### src/design/hlcl_pkg.sv
package hlcl_pkg;

	localparam int IN_W    = 8;
	localparam int OUT_W   = 16;
	localparam int ALPHA_W = 6;

	localparam logic [IN_W-1:0] NEWLINE_BYTE = 8'd10;
	localparam logic [IN_W-1:0] CHAR_UPPER_A = 8'h41;
	localparam logic [IN_W-1:0] CHAR_UPPER_Z = 8'h5A;
	localparam logic [IN_W-1:0] CHAR_LOWER_A = 8'h61;
	localparam logic [IN_W-1:0] CHAR_LOWER_Z = 8'h7A;
	localparam logic [ALPHA_W-1:0] UPPER_BASE = 6'd0;
	localparam logic [ALPHA_W-1:0] LOWER_BASE = 6'd26;
	localparam logic [OUT_W-1:0] TOTAL_MAX = 16'hFFFF;

	// sequencer steps
	typedef enum logic [3:0] {
		U_IDLE,
		U_GRD,
		U_GWR,
		U_TEST,
		U_SCLR,
		U_SRD,
		U_SCMP,
		U_RRD,
		U_RWR,
		U_PUSH,
		U_DONE,
		U_CLR
	} step_t;

	// read port selection
	typedef enum logic [1:0] {
		RD_NONE,
		RD_CNT,
		RD_MW_SI,
		RD_MW_LAST
	} rd_t;

	// weight store write selection
	typedef enum logic [1:0] {
		WR_NONE,
		WR_GATHER,
		WR_BEST,
		WR_PUSH
	} wr_t;

	// jump conditions
	typedef enum logic [2:0] {
		C_NEXT,
		C_ALWAYS,
		C_NOT_GO,
		C_GI_MORE,
		C_LEN_LE1,
		C_SI_MORE,
		C_PICK_FIRST,
		C_OUT_BUSY
	} cond_t;

	typedef struct packed {
		rd_t   rd;
		wr_t   wr;
		logic  init;
		logic  si_clr;
		logic  scan;
		logic  emit;
		cond_t cond;
		step_t target;
	} ctrl_t;

	// control store
	function automatic ctrl_t ucode(input step_t step);
		ctrl_t c;
		c.rd     = RD_NONE;
		c.wr     = WR_NONE;
		c.init   = 1'b0;
		c.si_clr = 1'b0;
		c.scan   = 1'b0;
		c.emit   = 1'b0;
		c.cond   = C_NEXT;
		c.target = U_IDLE;
		case (step)
			U_IDLE: begin
				c.init   = 1'b1;
				c.cond   = C_NOT_GO;
				c.target = U_IDLE;
			end
			U_GRD: begin
				c.rd = RD_CNT;
			end
			U_GWR: begin
				c.wr     = WR_GATHER;
				c.cond   = C_GI_MORE;
				c.target = U_GRD;
			end
			U_TEST: begin
				c.cond   = C_LEN_LE1;
				c.target = U_DONE;
			end
			U_SCLR: begin
				c.si_clr = 1'b1;
			end
			U_SRD: begin
				c.rd = RD_MW_SI;
			end
			U_SCMP: begin
				c.scan   = 1'b1;
				c.cond   = C_SI_MORE;
				c.target = U_SRD;
			end
			U_RRD: begin
				c.rd = RD_MW_LAST;
			end
			U_RWR: begin
				c.wr     = WR_BEST;
				c.cond   = C_PICK_FIRST;
				c.target = U_SCLR;
			end
			U_PUSH: begin
				c.wr     = WR_PUSH;
				c.cond   = C_ALWAYS;
				c.target = U_TEST;
			end
			U_DONE: begin
				c.cond   = C_OUT_BUSY;
				c.target = U_DONE;
			end
			U_CLR: begin
				c.emit   = 1'b1;
				c.cond   = C_ALWAYS;
				c.target = U_IDLE;
			end
			default: begin
				c.cond   = C_ALWAYS;
				c.target = U_IDLE;
			end
		endcase
		return c;
	endfunction

endpackage

### src/design/huffman_letter_code_length.sv
// huffman_letter_code_length: letter histogram and huffman code length per message
//
// input channel s_*: one message byte per beat. letters 'A'..'Z' and 'a'..'z' are
// counted in NUM_SYMBOLS bins, other bytes are dropped, and bytes past MAX_LENGTH
// in one message are dropped too. a newline byte closes the message.
// output channel m_*: one beat per newline carrying the total huffman code length
// in bits (sum of all merged weights, saturating at 65535; zero or one letter kind
// gives 0).
// letters are taken one per cycle; a bin increment reads the count memory into a
// read register and writes back, with a bypass for repeated letters. after a newline,
// s_tready drops while a microcoded sequencer merges the bins: it gathers the nonzero
// bins, then runs two min-scans of the weight memory per merge, until the result
// beat is loaded. the scans read one entry at a time through the single read port
// of the weight memory.
// the result sits in an output register; while the receiver stalls with a result
// still waiting, a new result waits in the sequencer and input stays blocked.
// reset clears the bins (valid bits), the byte count and the output valid bit.
module huffman_letter_code_length #(
	parameter int MAX_LENGTH  = 1024,
	parameter int NUM_SYMBOLS = 52
) (
	input  logic                       clk,
	input  logic                       arst_n,
	input  logic                       s_tvalid,
	output logic                       s_tready,
	input  logic [hlcl_pkg::IN_W-1:0]  s_tdata,  // [7:0] message_byte
	output logic                       m_tvalid,
	input  logic                       m_tready,
	output logic [hlcl_pkg::OUT_W-1:0] m_tdata   // [15:0] total_bits
);
	import hlcl_pkg::*;

	localparam int CW = $clog2(MAX_LENGTH + 1);   // counts and weights
	localparam int IW = $clog2(NUM_SYMBOLS);      // bin / weight address
	localparam int LW = $clog2(NUM_SYMBOLS + 1);  // list length

	// sequencer
	step_t pc_q;
	step_t pc_d;
	ctrl_t uc;
	logic  jump;

	// counting front end
	logic [CW-1:0]          bytes_q;
	logic [NUM_SYMBOLS-1:0] cnt_vld_q;
	logic                   v_s1;
	logic                   fwd_s1;
	logic [IW-1:0]          idx_s1;
	logic [CW-1:0]          wval_q;
	logic [ALPHA_W-1:0]     in_idx;
	logic                   is_upper;
	logic                   is_lower;
	logic                   letter_ok;
	logic                   in_acc;
	logic                   go;
	logic                   take;
	logic [CW-1:0]          cnt_base;
	logic [CW-1:0]          cnt_inc;

	// count memory
	logic [CW-1:0] cnt_mem [NUM_SYMBOLS];
	logic [IW-1:0] cnt_raddr;
	logic [CW-1:0] cnt_rd_q;
	logic          cnt_rdv_q;
	logic [CW-1:0] cnt_eff;

	// weight memory
	logic [CW-1:0] mw_mem [NUM_SYMBOLS];
	logic [IW-1:0] mw_raddr;
	logic [CW-1:0] mw_rd_q;
	logic          mw_we;
	logic [IW-1:0] mw_waddr;
	logic [CW-1:0] mw_wdata;

	// merge datapath
	logic [IW-1:0]    gi_q;
	logic [LW-1:0]    si_q;
	logic [LW-1:0]    len_q;
	logic             pick_q;
	logic [CW-1:0]    best_v_q;
	logic [IW-1:0]    best_i_q;
	logic [CW-1:0]    a_q;
	logic [OUT_W-1:0] total_q;
	logic [CW:0]      psum;
	logic [OUT_W:0]   tsum;
	logic [LW-1:0]    len_m1;
	logic [LW-1:0]    si_p1;

	// output register
	logic             m_tvalid_q;
	logic [OUT_W-1:0] m_tdata_q;

	assign uc       = ucode(pc_q);
	assign s_tready = (pc_q == U_IDLE);
	assign m_tvalid = m_tvalid_q;
	assign m_tdata  = m_tdata_q;

	// letter decode
	assign is_upper  = (s_tdata >= CHAR_UPPER_A) && (s_tdata <= CHAR_UPPER_Z);
	assign is_lower  = (s_tdata >= CHAR_LOWER_A) && (s_tdata <= CHAR_LOWER_Z);
	assign in_idx    = is_upper ? (ALPHA_W'(s_tdata - CHAR_UPPER_A) + UPPER_BASE)
	                            : (ALPHA_W'(s_tdata - CHAR_LOWER_A) + LOWER_BASE);
	assign letter_ok = (is_upper || is_lower) && (in_idx < ALPHA_W'(NUM_SYMBOLS));
	assign in_acc    = s_tvalid && s_tready;
	assign go        = in_acc && (s_tdata == NEWLINE_BYTE);
	assign take      = in_acc && (s_tdata != NEWLINE_BYTE) && (bytes_q < CW'(MAX_LENGTH));

	// bin increment with bypass of the write in flight
	assign cnt_eff  = cnt_rdv_q ? cnt_rd_q : '0;
	assign cnt_base = fwd_s1 ? wval_q : cnt_eff;
	assign cnt_inc  = cnt_base + 1'b1;

	assign cnt_raddr = (uc.rd == RD_CNT) ? gi_q : (letter_ok ? in_idx[IW-1:0] : '0);

	always_ff @(posedge clk) begin
		if (v_s1) begin
			cnt_mem[idx_s1] <= cnt_inc;
		end
		cnt_rd_q <= cnt_mem[cnt_raddr];
	end

	// weight memory ports
	assign len_m1   = len_q - 1'b1;
	assign si_p1    = si_q + 1'b1;
	assign mw_raddr = (uc.rd == RD_MW_LAST) ? len_m1[IW-1:0] : si_q[IW-1:0];
	assign psum     = {1'b0, a_q} + {1'b0, best_v_q};

	always_comb begin
		mw_we    = 1'b0;
		mw_waddr = len_q[IW-1:0];
		mw_wdata = cnt_eff;
		case (uc.wr)
			WR_GATHER: begin
				mw_we = (cnt_eff != '0);
			end
			WR_BEST: begin
				mw_we    = 1'b1;
				mw_waddr = best_i_q;
				mw_wdata = mw_rd_q;
			end
			WR_PUSH: begin
				mw_we    = 1'b1;
				mw_wdata = psum[CW-1:0];
			end
			default: begin
				mw_we = 1'b0;
			end
		endcase
	end

	always_ff @(posedge clk) begin
		if (mw_we) begin
			mw_mem[mw_waddr] <= mw_wdata;
		end
		mw_rd_q <= mw_mem[mw_raddr];
	end

	// next step
	always_comb begin
		case (uc.cond)
			C_NEXT:       jump = 1'b0;
			C_ALWAYS:     jump = 1'b1;
			C_NOT_GO:     jump = !go;
			C_GI_MORE:    jump = (gi_q != IW'(NUM_SYMBOLS - 1));
			C_LEN_LE1:    jump = (len_q <= LW'(1));
			C_SI_MORE:    jump = (si_p1 != len_q);
			C_PICK_FIRST: jump = !pick_q;
			C_OUT_BUSY:   jump = m_tvalid_q;
			default:      jump = 1'b1;
		endcase
		pc_d = jump ? uc.target : step_t'(pc_q + 1'b1);
	end

	assign tsum = {1'b0, total_q} + (OUT_W + 1)'(psum);

	// sequencer, counters and handshake state
	always_ff @(posedge clk or negedge arst_n) begin
		if (!arst_n) begin
			pc_q       <= U_IDLE;
			v_s1       <= 1'b0;
			bytes_q    <= '0;
			cnt_vld_q  <= '0;
			gi_q       <= '0;
			si_q       <= '0;
			len_q      <= '0;
			pick_q     <= 1'b0;
			m_tvalid_q <= 1'b0;
		end else begin
			pc_q <= pc_d;
			v_s1 <= take && letter_ok;
			if (take) begin
				bytes_q <= bytes_q + 1'b1;
			end
			if (v_s1) begin
				cnt_vld_q[idx_s1] <= 1'b1;
			end
			if (uc.init) begin
				gi_q   <= '0;
				len_q  <= '0;
				pick_q <= 1'b0;
			end
			if (uc.si_clr) begin
				si_q <= '0;
			end
			if (uc.scan) begin
				si_q <= si_p1;
			end
			case (uc.wr)
				WR_GATHER: begin
					gi_q <= gi_q + 1'b1;
					if (cnt_eff != '0) begin
						len_q <= len_q + 1'b1;
					end
				end
				WR_BEST: begin
					len_q  <= len_m1;
					pick_q <= 1'b1;
				end
				WR_PUSH: begin
					len_q  <= len_q + 1'b1;
					pick_q <= 1'b0;
				end
				default: begin
				end
			endcase
			if (m_tvalid_q && m_tready) begin
				m_tvalid_q <= 1'b0;
			end
			if (uc.emit) begin
				m_tvalid_q <= 1'b1;
				cnt_vld_q  <= '0;
				bytes_q    <= '0;
			end
		end
	end

	// payload registers
	always_ff @(posedge clk) begin
		cnt_rdv_q <= cnt_vld_q[cnt_raddr];
		if (take && letter_ok) begin
			idx_s1 <= in_idx[IW-1:0];
			fwd_s1 <= v_s1 && (idx_s1 == in_idx[IW-1:0]);
		end
		if (v_s1) begin
			wval_q <= cnt_inc;
		end
		if (uc.init) begin
			total_q <= '0;
		end
		if (uc.scan && ((si_q == '0) || (mw_rd_q < best_v_q))) begin
			best_v_q <= mw_rd_q;
			best_i_q <= si_q[IW-1:0];
		end
		if ((uc.wr == WR_BEST) && !pick_q) begin
			a_q <= best_v_q;
		end
		if (uc.wr == WR_PUSH) begin
			total_q <= tsum[OUT_W] ? TOTAL_MAX : tsum[OUT_W-1:0];
		end
		if (uc.emit) begin
			m_tdata_q <= total_q;
		end
	end

endmodule

### config.mk
export PLATFORM = sky130hd
export DESIGN_NAME = huffman_letter_code_length
export DESIGN_NICKNAME = d
export VERILOG_FILES = /design/src/design/hlcl_pkg.sv /design/src/design/huffman_letter_code_length.sv
export SDC_FILE = /design/constraint.sdc
export NUM_CORES = 2
export LEC_CHECK = 0
export ABC_AREA = 1
export ABC_CLOCK_PERIOD_IN_PS = 7750
export BUFFER_PORTS_ARGS = -buffer_cell sky130_fd_sc_hd__buf_2
export CORE_UTILIZATION = 59
export DETAILED_ROUTE_END_ITERATION = 12
export GPL_TIMING_DRIVEN = 0
export HOLD_SLACK_MARGIN = 0.02
export PLACE_DENSITY_LB_ADDON = 0.12
export SLEW_MARGIN = 20
export SYNTH_ARGS = -nofsm -noshare
export SYNTH_HDL_FRONTEND = slang
export SYNTH_SLANG_ARGS = --single-unit
### constraint.sdc
create_clock -name clk -period 7.75 [get_ports clk]
set_input_delay 0.3875 -clock clk [delete_from_list [all_inputs] [get_ports clk]]
set_output_delay 0.3875 -clock clk [all_outputs]
set_load 0.02 [all_outputs]
Word-level counts from Yosys, hierarchy flattened
Memory sizes are Yosys's and may differ from the RTL's. A register that Yosys moved wholly into a read port is not among the register bits.
Index checks and enable logic that the tools add are counted.
Storage, ports and cells
  flip-flop bits (word level): 167
  memory bits (writable): 1144
  bits of input ports: 12
  output and inout bits: 18
  word-level logic and storage cells: 146
  memories: 2
Memory list
  cnt_mem: depth 52, bits a word 11, rd ports 1, clocked after Yosys merged registers in 1, wr ports 1, RTL line huffman_letter_code_length.sv:61  | logic [CW-1:0] cnt_mem [NUM_SYMBOLS];
  mw_mem: depth 52, bits a word 11, rd ports 1, clocked after Yosys merged registers in 1, wr ports 1, RTL line huffman_letter_code_length.sv:68  | logic [CW-1:0] mw_mem [NUM_SYMBOLS];
Operators by class
  add/sub/neg operators: 12
  order comparisons: 11
  equality and inequality tests: 28
  multiplexer cells: 44
  bitwise operators: 1
  reductions and logical operators: 30
Operator list (count)
  52-bit two-way mux: 2
  6-bit two-way mux: 11
  7-bit one-hot mux with 8 select lines: 1
  52-bit OR: 1
  16-bit two-way mux: 3
  11-bit two-way mux: 4
  11-bit by 1-bit adder with 11-bit output (second input constant): 2
  11-bit one-hot mux with 2 select lines: 1
  6-bit by 1-bit adder with 6-bit output (second input constant): 3
  6-bit one-hot mux with 3 select lines: 1
  16-bit by 12-bit adder with 17-bit output: 1
  4-bit by 3-bit equality test with 1-bit output (second input constant): 4
  4-bit equality test (second input constant): 4
  8-bit by 7-bit >= comparator with 1-bit output (second input constant): 2
  8-bit by 7-bit <= comparator with 1-bit output (second input constant): 2
  6-bit by 7-bit less-than comparator with 1-bit output (second input constant): 2
  1-bit logical AND: 13
  1-bit two-way mux: 13
  11-bit by 11-bit adder with 12-bit output: 1
  3-bit equality test (second input constant): 4
  2-bit one-hot mux with 3 select lines: 2
  2-bit nonzero test: 6
  6-bit by 1-bit subtractor with 6-bit output (second input constant): 2
  11-bit less-than comparator: 1
  32 further kinds: 40

Depth between registers and ports, before layout
  depth in word-level cells: 9
  mapped depth: 26
  mapped depth without buffers: 23

Worst setup path after synthesis
OpenSTA, ideal clock, no wires.
  path type: register -> register
  from: register fwd_s1
  to: memory cnt_mem[0][10] in the netlist's numbering, data pin
  library setup time: 479 ps
  arrival time: 5044 ps
  required time: 7271 ps
  slack: 2226 ps
  stages on the path, launching flop included: 10
  path buffers: 1
  period minus slack after synthesis: 5524 ps
  cells stage by stage: edfxtp_1 -> inv_1 -> clkbuf_1 -> o21ai_0 -> inv_1 -> ha_1 -> nand4_1 -> nor4_1 -> nand2_1 -> xor2_1
On the way
  longest elaborated chain between the ends: 2
RTL lines
  start, declared: RTL line huffman_letter_code_length.sv:47  | logic fwd_s1;
  start signal, assigned: RTL line huffman_letter_code_length.sv:242  | fwd_s1 <= v_s1 && (idx_s1 == in_idx[IW-1:0]);
  11-bit two-way mux: RTL line huffman_letter_code_length.sv:110  | assign cnt_base = fwd_s1 ? wval_q : cnt_eff;
  11-bit by 1-bit adder with 11-bit output: RTL line huffman_letter_code_length.sv:111  | assign cnt_inc = cnt_base + 1'b1;
  via cnt_inc[10]: RTL line huffman_letter_code_length.sv:58  | logic [CW-1:0] cnt_inc;
  end, declared: RTL line huffman_letter_code_length.sv:61
The timed path passes the listed nets, and every way through them passes these cells.

Final worst setup path
  from: register pc_q[0]
  to: memory mw_mem[3][10] in the netlist's numbering (enable)
On the way
  longest elaborated chain between the ends: 7
  elaborated cells between the ends (all ways): 12
  those cells by class: eq/ne: 6; mux: 5; reduce/logical: 1
RTL lines
  start, declared: RTL line huffman_letter_code_length.sv:38  | step_t pc_q;
  start signal, assigned: RTL line huffman_letter_code_length.sv:189  | pc_q <= pc_d;
  4-bit equality test or 4-bit by 2-bit equality test with 1-bit output (tied branches): RTL line hlcl_pkg.sv:82  | case (step)
  2-bit one-hot mux with 3 select lines *: RTL line hlcl_pkg.sv:82
  2-bit equality test: RTL line huffman_letter_code_length.sv:132  | case (uc.wr)
  2-bit OR reduction (no source line)
  1-bit one-hot mux with 2 select lines: RTL line huffman_letter_code_length.sv:132
  1-bit two-way mux: RTL line huffman_letter_code_length.sv:152  | if (mw_we) begin
  1-bit two-way mux (implied by the code): RTL line huffman_letter_code_length.sv:153  | mw_mem[mw_waddr] <= mw_wdata;
  end, declared: RTL line huffman_letter_code_length.sv:68
Mark *: on every way between the ends. The rest lies on a longest branch, timed or not.

==> out/qor.yml <==
syn_area_sq_mm: 0.0569
drt-vias-per-instance: 6.23
r2r_end: "mw_mem[3][10]$_DFFE_PP_"
synth_seq_cells: 1333
finalSetupViolCount: 0
dieArea_sq_mm: 0.0978
grt_max_degree: 66
cts_buffers: 136
rsz0062_at_grt: "no"
worst_ep_arrival_time_ns: 5.57
tightest_slew_ns: 1.21
io_buffer_count: 27
synthSimpleGateAreaFrac_pct: 15.2
synth-xor-area-share_pct: 0.769
avgRoutedWirePerCell_microns: 26.2
cp_common_cell: "inv_1"
synth-adder-area-share_pct: 1.15
internal_power_mw: 15.1
min_period_over_period_pct: 67.2
crit_chain: "inv_1, ha_1, inv_1, nor2_1, inv_1, nand2_1, inv_1, nand2_2, buf_2, o21ai_0, nor2_1, nand3_1, nor2_1"
htree_levels: 4
clock-sinks: 1333
setup.worst_path.class: "flip-flop to flip-flop"
hold_violations: 0
crit_required_ns: 8.11
syn-num-nets: 4953
rrSetupSlack_ns: 2.54
place_congestion: 0.992
antenna_found_initial: 3
clk-insertion-delay-late_ns: 0.77
drc: 0
netSwitchingPower_mw: 8.62
final_area_sq_mm: 0.0646
netlist_instances: 4890
die_w_microns: 313
clock.fmax_mhz: 192
power_frac_comb_pct: 32.7
fin_tns_setup_ns: 0
relSlewSlack_pct: 19.3
seq_power_share_pct: 39.5
peakVddDrop_mv: 0.263
ys_seq_area_share_pct: 69.1
grt_overflow_total: 0
p_leak_nw: 23.4
areaGrowthSynthToFinish_pct: 13.5
r2r_start: "pc_q[0]$_DFF_PN0_"
synth_top_area_share_pct: 64.4
cts_root_buffer: "clkbuf_16"
drt_first_iter_violations: 5498
clock_path_buffers: 3
synth_mux_area_share_pct: 0
fillers: 6874
ys_types: 54
synth_top_area_cell: "edfxtp_1"
place_area_sq_mm: 0.0601
first_pass_iters: 6
drive_above_1_share_pct: 9.41
finalNetCount: 5174
synth_top_family_by_area: "simple AND/OR/NAND/NOR gates"
skew_ns: 0.0334
startpoint: "pc_q[0]$_DFF_PN0_"
cts.clk_slew.worst_paths_ns: 0.06
rows: 113
clkPwrFrac_pct: 27.8
hold-path-endpoint: "idx_s1[5]$_DFFE_PP_"
slowest_stage: "nor2_1"
antenna_left: 0
grt_pass1_vias: 38600
finalCriticalPeriod_ns: 5.21
holdCritStartpoint: "s_tdata[5]"
synth_compound_area_share_pct: 8.59
die_h_microns: 313
via_count: 40400
cts_setup_buffers: 0
track_usage_pct: 34.7
cts_tree: "done"
start_kind: "flip-flop"
syn_avg_cell_area_sq_um: 11.6
routed_wirelength_mm: 170
path_max_fanout: 11
drv_cap: 0
coreArea_sq_mm: 0.0953
hold_depth: 5
status: "finished clean"
p_per_area_mw_per_mm2: 367
switching_share_pct: 36.3
io_pins: 30
initial_core_util_pct: 59.8
grt_pass1_wl_mm: 248
ctsHoldBuffers: 4
dp_hpwl_mm: 116
critPathMaxStageDelay_ns: 1.09
end_kind: "flip-flop"
ys_top_cells_by_area: "edfxtp_1 (64%), nand3_1 (4.4%), nand2_1 (4.1%)"
cts-resized-gates: 0
reg2reg_depth: 13
min_path_type: "input pin to flip-flop"
slew_viol_final: 0
yosysWarnings: 0
## final cells by class
cell class | instances | area, sq um | area share (%)
clock buffer | 181 | 3770 | 5.84
tap | 1265 | 1580 | 2.45
timing repair buffer | 83 | 1210 | 1.88
clock inverter | 65 | 663 | 1.03
buffer | 277 | 1360 | 2.10
sequential | 1333 | 39400 | 60.9
antenna | 1 | 2.50 | 0.00387
inverter | 422 | 1590 | 2.45
multi-input combinational | 2858 | 15100 | 23.4
## worst max-delay path: cells and delay by family (launching register included)
family                   cells  cell delay [ns]
AND/OR/NAND/NOR              6             3.09
buffers and inverters        5             0.91
flip-flops                   1             0.41
AO/OA/AOI/OAI                1             0.25
adder cells (fa/ha/maj)      1             0.17
## registers in the layout, indices dropped and copies added (netlist names), 4 cells and up
register,count
mw_mem,572
m_tdata,16
cnt_mem,572
mw_rd_q,11
total_q,16
cnt_rd_q,11
wval_q,11
cnt_vld_q,52
best_v_q,11
a_q,11
best_i_q,6
bytes_q,11
pc_q,4
gi_q,6
si_q,6
len_q,6
idx_s1,6
## per-layer routing
layer	global-route usage [%]	wire [microns]
met5	0	14
met3	7.07	17600
met4	20.2	10400
met2	54.5	79300
met1	45.3	62900
## synth_stat cells (all sizes together)
master,count
buf,119
edfxtp,1222
nor4,2
fa,2
xnor2,13
a21o,1
a211oi,2
nor2,611
o221ai,89
a32oi,2
clkbuf,158
o31a,1
ha,49
o21ai,409
or2,7
nand3b,141
o22ai,74
nor3b,2
o311ai,1
o211ai,130
dfrtp,88
a22o,1
o21bai,2
a22oi,1
and3,1
a21oi,81
dfxtp,23
o31ai,4
o32ai,1
o2111ai,1
and2,1
clkinv,6
xor2,37
nand4,11
nand3,506
o21a,2
a31oi,7
nand2,641
a21boi,1
inv,416
nor3,24
## stage by stage
stage	cells	setup WS (ns)	hold WS (ns)	util (%)	total power, mW
CTS	6483	2.75	0.153	67.7	23.5
global route	6485	2.36	0.218	67.8	24.4
finish	6485	2.54	0.182	67.8	23.7
detailed placement	6233	2.75	0.277	63.0	17.0
floorplan	4890	2.23	0.0919	-	13.5
global placement	6182	-4.33	0.425	61.6	16.4
## worst max-delay path by stage
| stage | end | slack (ns) | cells past startpoint |
|---|---|---|---|
| 5_1_grt | mw_mem[51][7]$_DFFE_PP_ | 2.36 | 13 |
| 2_1_floorplan | cnt_mem[0][10]$_DFFE_PP_ | 2.23 | 9 |
| 4_1_cts | mw_mem[0][0]$_DFFE_PP_ | 2.75 | 13 |
| 6_report | mw_mem[3][10]$_DFFE_PP_ | 2.54 | 13 |
| 3_3_place_gp | cnt_mem[0][2]$_DFFE_PP_ | -4.33 | 6 |
| 3_5_place_dp | mw_mem[0][9]$_DFFE_PP_ | 2.75 | 13 |
## cells by family after synthesis
logic type,count (synthesis)
buf+inv,699
simple gates,1947
flops,1333
compound gates,810
fa+ha+maj,51
xor+xnor,50
## power by group through the flow
| stage | combinational [mW] | clock (mW) | sequential (mW) |
|---|---|---|---|
| finish | 7.75 | 6.60 | 9.38 |
| global route | 8.16 | 6.88 | 9.41 |
| CTS | 7.50 | 6.59 | 9.38 |
| detailed placement | 7.43 | 0 | 9.52 |
| global placement | 6.60 | 0 | 9.76 |
| floorplan | 3.97 | 0 | 9.55 |
## layout by cell type (no fill, tap or decap), types with 5 or more instances in the layout
cell type	synthesis	final
buf_6	22	29
nand3_1	506	506
a21oi_1	81	80
nand2_1	627	627
xnor2_1	13	12
nand2_2	11	11
buf_4	23	34
inv_1	408	406
or2_2	7	7
dfxtp_1	23	23
nor2_4	4	5
ha_1	49	48
edfxtp_1	1222	1222
clkinv_2	0	21
clkinv_1	6	28
buf_1	25	25
buf_2	49	75
xor2_1	37	30
clkbuf_16	0	144
o221ai_4	0	7
nand4_1	11	11
a31oi_1	7	7
o21ai_2	4	5
nor2_2	0	65
o21ai_1	27	30
bufinv_16	0	12
nand3b_1	141	141
o21ai_0	378	373
nor2_1	607	541
xor2_4	0	7
o22ai_1	74	74
o211ai_1	130	130
buf_16	0	27
clkbuf_1	157	190
o221ai_1	89	82
nor3_1	24	24
inv_2	7	9
dfrtp_1	88	88
No activity file was read; power rests on OpenSTA's default activity.
